--- src/design/dks_pkg.sv ---
// dks_pkg: shared types, mode codes and keyword table of the keyword scanner
package dks_pkg;

  localparam int KwCount  = 13;
  localparam int KwMaxLen = 13;
  localparam int KwBits   = 8 * KwMaxLen;
  localparam int IdentMax = 127;

  localparam logic [6:0]         IdentMaxLen = 7'(IdentMax);
  localparam logic [KwCount-1:0] MaskAll     = '1;

  // scan modes
  localparam logic [2:0] ModeIdle    = 3'd0;
  localparam logic [2:0] ModeSlash   = 3'd1;
  localparam logic [2:0] ModeComment = 3'd2;
  localparam logic [2:0] ModeIdent   = 3'd3;
  localparam logic [2:0] ModeNumber  = 3'd4;
  localparam logic [2:0] ModeString  = 3'd5;
  localparam logic [2:0] ModeEsc     = 3'd6;
  localparam logic [2:0] ModeError   = 3'd7;

  // result status codes
  localparam logic [1:0] StatusScan  = 2'd0;
  localparam logic [1:0] StatusDone  = 2'd1;
  localparam logic [1:0] StatusError = 2'd2;

  // keyword text, right justified in each entry
  localparam logic [KwBits-1:0] KwText [KwCount] = '{
    KwBits'("point"), KwBits'("line"), KwBits'("circle"),
    KwBits'("segment"), KwBits'("ray"), KwBits'("parallel"),
    KwBits'("perpendicular"), KwBits'("intersect"),
    KwBits'("midpoint"), KwBits'("constraint"), KwBits'("prove"),
    KwBits'("let"), KwBits'("assert")
  };

  localparam logic [6:0] KwLen [KwCount] = '{
    7'd5, 7'd4, 7'd6, 7'd7, 7'd3, 7'd8, 7'd13, 7'd9, 7'd8, 7'd10, 7'd5, 7'd3, 7'd6
  };

  typedef struct packed {
    logic [7:0] char_code;
    logic       last_char;
  } in_t;

  typedef struct packed {
    logic [15:0] keyword_count;
    logic [1:0]  status;
    logic [7:0]  bad_char;
    logic        source_done;
  } result_t;

  typedef struct packed {
    logic [2:0]         mode;
    logic [6:0]         ident_len;
    logic [KwCount-1:0] match_mask;
    logic [15:0]        count;
    logic [7:0]         error_byte;
  } scan_state_t;

  localparam scan_state_t ScanStateReset = '{
    mode:       ModeIdle,
    ident_len:  7'd0,
    match_mask: MaskAll,
    count:      16'd0,
    error_byte: 8'd0
  };

  // character of keyword k at position pos, zero beyond its end
  function automatic logic [7:0] kw_char(input int k, input logic [3:0] pos);
    logic [7:0] ch;
    ch = 8'd0;
    if (7'(pos) < KwLen[k]) begin
      ch = KwText[k][8*(int'(KwLen[k]) - 1 - int'(pos)) +: 8];
    end
    return ch;
  endfunction

endpackage

--- src/design/dks_if.sv ---
// dks_in_if / dks_out_if: valid-ready channels for source bytes and results
interface dks_in_if;
  import dks_pkg::*;

  logic valid;
  logic ready;
  in_t  payload;

  modport source (output valid, output payload, input ready);
  modport sink (input valid, input payload, output ready);
endinterface

interface dks_out_if;
  import dks_pkg::*;

  logic    valid;
  logic    ready;
  result_t payload;

  modport source (output valid, output payload, input ready);
  modport sink (input valid, input payload, output ready);
endinterface

--- src/design/dks_step.sv ---
// dks_step: next scan state and result for one source byte
module dks_step (
  input  dks_pkg::scan_state_t state_i,
  input  dks_pkg::in_t         data_i,
  output dks_pkg::scan_state_t state_o,
  output dks_pkg::result_t     result_o
);
  import dks_pkg::*;

  logic [7:0]         c;
  logic               last;
  logic               is_letter, is_digit, is_space, is_ident, is_num, is_sep, is_start;
  logic [2:0]         disp_mode;
  logic               do_disp;
  logic               cont_ident, add, close_prev, at_max, fin, hit;
  logic [6:0]         add_len, new_len, fin_len;
  logic [KwCount-1:0] add_mask, step_match, new_mask, fin_mask, len_eq;
  logic [2:0]         mode_n;
  logic [6:0]         len_n;
  logic [KwCount-1:0] mask_n;
  logic [15:0]        count_n;
  logic [7:0]         err_n;

  assign c    = data_i.char_code;
  assign last = data_i.last_char;

  assign is_letter = (c >= "a" && c <= "z") || (c >= "A" && c <= "Z");
  assign is_digit  = c >= "0" && c <= "9";
  assign is_space  = c == " " || (c >= 8'd9 && c <= 8'd13);
  assign is_ident  = is_letter || is_digit || c == "_" || c == "-";
  assign is_num    = is_digit || c == ".";
  assign is_start  = is_letter || c == "_";
  assign is_sep    = c == ";" || c == "{" || c == "}" || c == "(" || c == ")" ||
                     c == "," || c == "=" || c == ":" || c == "+" || c == "-" ||
                     c == "*";

  // fresh dispatch of a byte at top level
  always_comb begin
    priority if (is_space) begin
      disp_mode = ModeIdle;
    end else if (c == "/") begin
      disp_mode = ModeSlash;
    end else if (is_start) begin
      disp_mode = ModeIdent;
    end else if (is_sep) begin
      disp_mode = ModeIdle;
    end else if (is_num) begin
      disp_mode = ModeNumber;
    end else if (c == "\"") begin
      disp_mode = ModeString;
    end else begin
      disp_mode = ModeError;
    end
  end

  always_comb begin
    unique case (state_i.mode)
      ModeIdle:   do_disp = 1'b1;
      ModeSlash:  do_disp = c != "/";
      ModeIdent:  do_disp = !is_ident;
      ModeNumber: do_disp = !is_num;
      default:    do_disp = 1'b0;
    endcase
  end

  assign cont_ident = state_i.mode == ModeIdent && is_ident;
  assign close_prev = state_i.mode == ModeIdent && !is_ident;
  assign add        = cont_ident || (do_disp && is_start);
  assign add_len    = cont_ident ? state_i.ident_len : 7'd0;
  assign add_mask   = cont_ident ? state_i.match_mask : MaskAll;

  // parallel keyword compare
  always_comb begin
    for (int k = 0; k < KwCount; k++) begin
      step_match[k] = (add_len < KwLen[k]) && (kw_char(k, add_len[3:0]) == c);
    end
  end

  assign new_mask = add_mask & step_match;
  assign new_len  = add_len + 7'd1;
  assign at_max   = new_len >= IdentMaxLen;

  assign fin      = close_prev || (add && (at_max || last));
  assign fin_len  = close_prev ? state_i.ident_len : new_len;
  assign fin_mask = close_prev ? state_i.match_mask : new_mask;

  always_comb begin
    for (int k = 0; k < KwCount; k++) begin
      len_eq[k] = fin_len == KwLen[k];
    end
  end

  assign hit     = fin && |(fin_mask & len_eq);
  assign count_n = (hit && state_i.count != 16'hFFFF) ? state_i.count + 16'd1
                                                      : state_i.count;

  always_comb begin
    unique case (state_i.mode)
      ModeIdle:    mode_n = disp_mode;
      ModeSlash:   mode_n = (c == "/") ? ModeComment : disp_mode;
      ModeComment: mode_n = (c == 8'd10) ? ModeIdle : ModeComment;
      ModeIdent:   mode_n = is_ident ? (at_max ? ModeIdle : ModeIdent) : disp_mode;
      ModeNumber:  mode_n = is_num ? ModeNumber : disp_mode;
      ModeString: begin
        priority if (c == "\\") begin
          mode_n = ModeEsc;
        end else if (c == "\"") begin
          mode_n = ModeIdle;
        end else begin
          mode_n = ModeString;
        end
      end
      ModeEsc:     mode_n = ModeString;
      ModeError:   mode_n = ModeError;
    endcase
  end

  always_comb begin
    priority if (fin) begin
      len_n  = 7'd0;
      mask_n = MaskAll;
    end else if (add) begin
      len_n  = new_len;
      mask_n = new_mask;
    end else begin
      len_n  = state_i.ident_len;
      mask_n = state_i.match_mask;
    end
  end

  assign err_n = (do_disp && disp_mode == ModeError) ? c : state_i.error_byte;

  always_comb begin
    result_o.keyword_count = count_n;
    result_o.bad_char      = err_n;
    result_o.source_done   = last;
    priority if (mode_n == ModeError) begin
      result_o.status = StatusError;
    end else if (last) begin
      result_o.status = StatusDone;
    end else begin
      result_o.status = StatusScan;
    end
  end

  always_comb begin
    if (last) begin
      state_o = ScanStateReset;
    end else begin
      state_o.mode       = mode_n;
      state_o.ident_len  = len_n;
      state_o.match_mask = mask_n;
      state_o.count      = count_n;
      state_o.error_byte = err_n;
    end
  end

endmodule

--- src/design/dsl_keyword_scanner.sv ---
// dsl_keyword_scanner: byte-stream keyword counter with lexical error detection
//
// Input channel in_i carries one source byte per transfer plus a flag that marks
// the final byte of a source text. Output channel out_o returns one result per
// byte: the saturating keyword count so far, the scan status, the offending byte
// of an error and a copy of the final-byte flag.
// The byte is held in an input register; the mode update and the parallel
// compare against all thirteen keywords run from it into the result register,
// which drives out_o. Throughput is one byte per cycle while out_o is taken,
// bounded by the mode and keyword-mask update that each byte depends on.
// Reset clears the scan state, the count and both stages; the first byte after
// reset starts a new source text. After the final byte the scan state returns
// to its reset value. When the receiver stalls, the result register holds and
// the input register fills, then in_i.ready drops until out_o is taken.
module dsl_keyword_scanner (
  input logic      clk_i,
  input logic      rst_ni,
  dks_in_if.sink   in_i,
  dks_out_if.source out_o
);
  import dks_pkg::*;

  logic        s1_valid_q;
  in_t         s1_data_q;
  logic        s1_adv;
  scan_state_t state_q;
  scan_state_t state_d;
  result_t     res_d;
  logic        out_valid_q;
  result_t     out_data_q;

  assign s1_adv     = !out_valid_q || out_o.ready;
  assign in_i.ready = !s1_valid_q || s1_adv;

  dks_step u_step (
    .state_i  (state_q),
    .data_i   (s1_data_q),
    .state_o  (state_d),
    .result_o (res_d)
  );

  always_ff @(posedge clk_i or negedge rst_ni) begin
    if (!rst_ni) begin
      s1_valid_q  <= 1'b0;
      out_valid_q <= 1'b0;
      state_q     <= ScanStateReset;
    end else begin
      if (in_i.ready) begin
        s1_valid_q <= in_i.valid;
      end
      if (s1_adv) begin
        out_valid_q <= s1_valid_q;
        if (s1_valid_q) begin
          state_q <= state_d;
        end
      end
    end
  end

  always_ff @(posedge clk_i) begin
    if (in_i.ready && in_i.valid) begin
      s1_data_q <= in_i.payload;
    end
    if (s1_adv && s1_valid_q) begin
      out_data_q <= res_d;
    end
  end

  assign out_o.valid   = out_valid_q;
  assign out_o.payload = out_data_q;

endmodule

--- src/flat_wrapper.sv ---
// flat-port wrapper written by rule: the top's interface ports become plain ports
module dsl_keyword_scanner_flat import dks_pkg::*;
  (clk_i, rst_ni, in_i_valid, in_i_payload, in_i_ready, out_o_valid, out_o_payload, out_o_ready);
  dks_in_if in_i_i ();
  dks_out_if out_o_i ();
  input logic clk_i;
  input logic rst_ni;
  input wire logic [$bits(in_i_i.valid)-1:0] in_i_valid;
  input wire logic [$bits(in_i_i.payload)-1:0] in_i_payload;
  output wire logic [$bits(in_i_i.ready)-1:0] in_i_ready;
  output wire logic [$bits(out_o_i.valid)-1:0] out_o_valid;
  output wire logic [$bits(out_o_i.payload)-1:0] out_o_payload;
  input wire logic [$bits(out_o_i.ready)-1:0] out_o_ready;
  assign in_i_i.valid = in_i_valid;
  assign in_i_i.payload = in_i_payload;
  assign in_i_ready = in_i_i.ready;
  assign out_o_valid = out_o_i.valid;
  assign out_o_payload = out_o_i.payload;
  assign out_o_i.ready = out_o_ready;
  dsl_keyword_scanner u_core (.clk_i(clk_i), .rst_ni(rst_ni), .in_i(in_i_i), .out_o(out_o_i));
endmodule
--- config.mk ---
export PLATFORM = sky130hd
export DESIGN_NAME = dsl_keyword_scanner_flat
export DESIGN_NICKNAME = d
export VERILOG_FILES = /design/src/design/dks_pkg.sv /design/src/design/dks_if.sv /design/src/design/dks_step.sv /design/src/design/dsl_keyword_scanner.sv /design/src/flat_wrapper.sv
export SDC_FILE = /design/constraint.sdc
export NUM_CORES = 1
export LEC_CHECK = 0
export ABC_CLOCK_PERIOD_IN_PS = 6200
export BUFFER_PORTS_ARGS = -buffer_cell sky130_fd_sc_hd__buf_2
export CAP_MARGIN = 20
export CORE_MARGIN = 5
export CORE_UTILIZATION = 51
export DETAILED_ROUTE_END_ITERATION = 6
export HOLD_SLACK_MARGIN = 0.03
export PLACE_DENSITY = 0.73
export SLEW_MARGIN = 20
export SYNTH_ARGS = -nofsm -noshare
export SYNTH_HDL_FRONTEND = slang
export SYNTH_SLANG_ARGS = --single-unit
--- constraint.sdc ---
create_clock -name clk_i -period 6.2 [get_ports clk_i]
set_input_delay 0.62 -clock clk_i [delete_from_list [all_inputs] [get_ports clk_i]]
set_output_delay 0.62 -clock clk_i [all_outputs]
set_load 0.05 [all_outputs]
==> metrics.md <==
| Metric | Value |
|---|---|
| Clock slew at reported path FFs | `0.07 ns` |
| Top_reg_cell synth | `sky130_fd_sc_hd__edfxtp_1` |
| Arrival @ worst endpoint | `5.96 ns` |
| Unrepaired setup endpoints after global routing | `no` |
| Vias in the first global route | `7,932` |
| CTS sink cnt | `85` |
| Port-buffer cells | `41` |
| Maximum root-to-sink buffer count | `2` |
| Synthesized netlist cell count | `1,060` |
| Req. time, crit path | `6.30 ns` |
| Netlist cell types | `96` |
| IO Count | `42` |
| Via-to-Cell Ratio | `6.906` |
| Post-CTS Resized | `0` |
| Highest clock rate | `170.7 MHz` |
| Routed wire length per instance | `22.69 um` |
| Full die area | `18,510 um^2` |
| Result of the run | `finished clean` |
| Flop-to-flop setup slack | `0.34 ns` |
| Slew Viols, Final | `0` |
| Number of nets with antenna violations after detailed routing | `0` |
| Worst R2R Path Depth | `18` |
| Root buffer cell | `sky130_fd_sc_hd__clkbuf_16` |
| Post-detailed-placement half-perimeter wirelength | `20,100 um` |
| P per Cell Area | `236.9 nW/um^2` |
| Worst clock skew on the final layout | `0.01677 ns` |
| Total negative slack for setup checks | `0 ns` |
| Initial DRC Count | `1,475` |
| Initial cell density of the core | `51.57%` |
| Die Span Y | `136.0 um` |
| Nets in the synthesized netlist | `1,084` |
| Worst hold path type | `in2async` |
| Overall routed net length | `29,070 um` |
| Register area share after synthesis | `28.68%` |
| Total Nets Final | `1,084` |
| Final-report setup violation count | `0` |
| Mean post-synth cell area | `7.644 um^2` |
| Uppermost signal routing layer after detailed routing | `met5` |
| CP endpoint kind | `flip-flop` |
| Global Route Usage Sum | `31.17%` |
| Max-cap violation count | `0` |
| Post-route cell area | `8775 um^2` |
| Antenna violations before repair | `1` |
| Startpoint type of the worst setup path | `flip-flop` |
| CTS hold repair buffers | `0` |
| Final cell count without fillers | `1,281` |
| GPL Wtd Cong | `1.049` |
| Number of instances in the placed design | `1,265` |
| Final hold viol count | `0` |
| Layout cells sized above 1 | `13.90%` |
| Highest-delay cell along the critical path | `sky130_fd_sc_hd__a2111oi_2` |
| Number of placement rows | `46` |
| Routed met3 length | `3204 um` |
| Cell area after placement | `8474 um^2` |
| H-tree levels | `3` |
| DRC viols | `0` |
| Number of synthesized register bits | `85` |
| Layout area overhead | `8.292%` |
| Vias | `8,847` |
| Number of clock buffers inserted by TritonCTS | `9` |
| Min cycle time layout | `5.858 ns` |
| Async set-or-reset flop fraction in the synthesized netlist | `57.65%` |
| Routed length on met2 | `12,690 um` |
| Maximum number of pins on one net before global-route repair | `50` |
| GRT overflow | `0` |
| Launching point of the worst reg2reg path | `u_core.s1_data_q[4]$_DFFE_PP_` |
| Pre-CTS setup slack | `0.5629 ns` |
| Slowest Stage Delay on Critical Path | `0.72 ns` |
| Post-CTS Setup Bufs | `0` |
| Final period util | `94.49%` |
| Core Area | `15,710 um^2` |
| Post-Syn Area | `8103 um^2` |
| First-pass GRT wire length | `45,330 um` |
| Relative slew margins | `37.88%` |
| Number of flops mapped to enable cells by yosys | `36` |
| Clock tree from TritonCTS | `yes` |
| Detailed-router iteration count before antenna repair | `7` |
| Critical path fanouts, max | `21` |
| Worst path cell trace | `and2_4, a2111o_1, o211a_2, nor2_4, nand2_1, ha_1, nor2_1, a311oi_1, nor4_1, a211oi_1, xor2_1, o22ai_1, nand2_1, a2111oi_2, a211oi_2, a21boi_2, buf_4, mux2_1` |
| Wire length on met1 | `11,860 um` |
| Worst reg2reg path endpoint | `u_core.out_o.payload[12]$_DFFE_PP_` |
| Total of warnings raised by yosys | `0` |
| Leakage power of the design | `0.003237 uW` |
| Min setup slack post-route | `0.3416 ns` |
| Worst vdd ir | `201.1 uV` |
| Die Width | `136.0 um` |
| Tightest Pin Transition | `0.9318 ns` |
| Library cell appearing most often on the critical path | `sky130_fd_sc_hd__nand2_1` |
| Clock Latency Late Sink | `0.36 ns` |
| Beginning of the critical path | `u_core.s1_data_q[4]$_DFFE_PP_` |
| Worst Path Class, Setup | `reg2reg` |
| Number of diodes added for antenna fixing | `0` |
==> cells in the final DEF (no fill, tap or decap), types with 20 or more instances in the layout <==
master / instances
sky130_fd_sc_hd__dfrtp_1: 36
sky130_fd_sc_hd__nand2_1: 136
sky130_fd_sc_hd__edfxtp_1: 36
sky130_fd_sc_hd__nor4_1: 23
sky130_fd_sc_hd__and3_1: 20
sky130_fd_sc_hd__buf_4: 42
sky130_fd_sc_hd__nor2_1: 100
sky130_fd_sc_hd__a21oi_1: 75
sky130_fd_sc_hd__o21ai_0: 62
sky130_fd_sc_hd__a31oi_1: 20
sky130_fd_sc_hd__xnor2_1: 33
sky130_fd_sc_hd__inv_1: 23
sky130_fd_sc_hd__nand3_1: 35
sky130_fd_sc_hd__buf_2: 41
sky130_fd_sc_hd__nor3_1: 39
==> cell families after synthesis <==
group                      after synthesis  share of synthesized area [%]
AOI/OAI and AO/OA                      326                          28.09
xor gates and xnor gates                42                          4.633
adders and majority gates               11                          1.699
buffers and inverters                  119                          6.331
DFF                                     85                          28.68
muxes                                   26                          3.366
and+or+nand+nor                        451                          27.21
==> state kept, by name, summed over array words and instances, names as in the netlist <==
| signal | cells |
|---|---|
| u_core.state_q | 47 |
| u_core.out_o.payload | 27 |
| u_core.s1_data_q | 9 |
| u_core.out_o.valid | 1 |
| u_core.s1_valid_q | 1 |
==> final cells by class <==
cell class | instances | area (um^2)
flip-flops and latches | 85 | 2323
clock inverters | 6 | 71.32
clock buffers | 10 | 229.0
repair buffers | 83 | 520.5
well taps | 216 | 270.3
fillers | 1494 | 6938
multi-input cells | 856 | 5266
inverters | 25 | 93.84
==> critical path: cells and delay by family (launching register included) <==
kind            cells  cell delay, ns
mux                 1            0.34
xor+xnor            1            0.13
fa+ha+maj           1            0.60
simple gates        6            0.85
compound gates      8            2.80
flops               1            0.59
buf+inv             1            0.27
==> how the worst max path moves through the flow <==
| stage | cells past startpoint | slack [ns] | endpoint |
|---|---|---|---|
| floorplan | 24 | 0.75 | u_core.out_o.payload[12]$_DFFE_PP_ |
| global placement | 18 | 0.57 | u_core.out_o.payload[12]$_DFFE_PP_ |
| detailed placement | 18 | 0.56 | u_core.out_o.payload[12]$_DFFE_PP_ |
| CTS | 18 | 0.51 | u_core.out_o.payload[12]$_DFFE_PP_ |
| global route | 18 | 0.04 | u_core.out_o.payload[12]$_DFFE_PP_ |
| finish | 18 | 0.34 | u_core.out_o.payload[12]$_DFFE_PP_ |
==> synthesized netlist by cell type, types with 7 or more instances <==
library cell / number / share of area (%)
sky130_fd_sc_hd__nand2_1: 136 / 6.3
sky130_fd_sc_hd__nor2_1: 100 / 4.6
sky130_fd_sc_hd__a21oi_1: 75 / 4.6
sky130_fd_sc_hd__o21ai_0: 62 / 3.8
sky130_fd_sc_hd__clkbuf_1: 60 / 2.8
sky130_fd_sc_hd__nor3_1: 39 / 2.4
sky130_fd_sc_hd__dfrtp_1: 36 / 11
sky130_fd_sc_hd__edfxtp_1: 36 / 13
sky130_fd_sc_hd__nand3_1: 35 / 2.2
sky130_fd_sc_hd__xnor2_1: 33 / 3.6
sky130_fd_sc_hd__inv_1: 23 / 1.1
sky130_fd_sc_hd__nor4_1: 23 / 1.8
sky130_fd_sc_hd__a31oi_1: 20 / 1.5
sky130_fd_sc_hd__and3_1: 20 / 1.5
sky130_fd_sc_hd__nand4_1: 17 / 1.3
sky130_fd_sc_hd__mux2i_1: 16 / 2.0
sky130_fd_sc_hd__nor2b_1: 15 / 1.2
sky130_fd_sc_hd__buf_1: 13 / 0.60
sky130_fd_sc_hd__dfstp_2: 13 / 4.2
sky130_fd_sc_hd__o211ai_1: 13 / 1.2
sky130_fd_sc_hd__o22ai_1: 12 / 0.93
sky130_fd_sc_hd__or3_1: 12 / 0.93
sky130_fd_sc_hd__buf_2: 11 / 0.68
sky130_fd_sc_hd__ha_1: 11 / 1.7
sky130_fd_sc_hd__nand2b_1: 11 / 0.85
sky130_fd_sc_hd__a211oi_1: 10 / 0.93
sky130_fd_sc_hd__a22o_1: 10 / 1.1
sky130_fd_sc_hd__a211o_1: 9 / 0.97
sky130_fd_sc_hd__mux2_2: 9 / 1.3
sky130_fd_sc_hd__o21ai_1: 9 / 0.56
sky130_fd_sc_hd__a32oi_1: 8 / 0.86
sky130_fd_sc_hd__xor2_1: 8 / 0.86
sky130_fd_sc_hd__o22a_1: 7 / 0.76
sky130_fd_sc_hd__o31ai_1: 7 / 0.65
sky130_fd_sc_hd__or4_1: 7 / 0.65
==> power by group <==
part           switching [uW]  leakage, uW  internal, uW
registers                 101     0.000932           711
clock network             253     0.000145           318
logic                     471      0.00216           225
==> per-layer routing <==
| layer | GRT usage (%) | vias up |
|---|---|---|
| met1 | 43.72 | 4140 |
| li1 | - | 3960 |
| met3 | 6.551 | 111 |
| met4 | 13.49 | 2 |
| met5 | 0 | - |
| met2 | 46.40 | 634 |
==> per-stage QoR <==
stage	total power [uW]	util [%]	hold WS (ns)
6_report	2079	55.84	0.3797
5_1_grt	2171	55.84	0.4202
4_1_cts	2065	55.84	0.4158
3_5_place_dp	1497	53.93	0.4848
3_3_place_gp	1490	53.93	0.4813
2_1_floorplan	1303	-	0.3244
(Power assumes the default switching activity.)
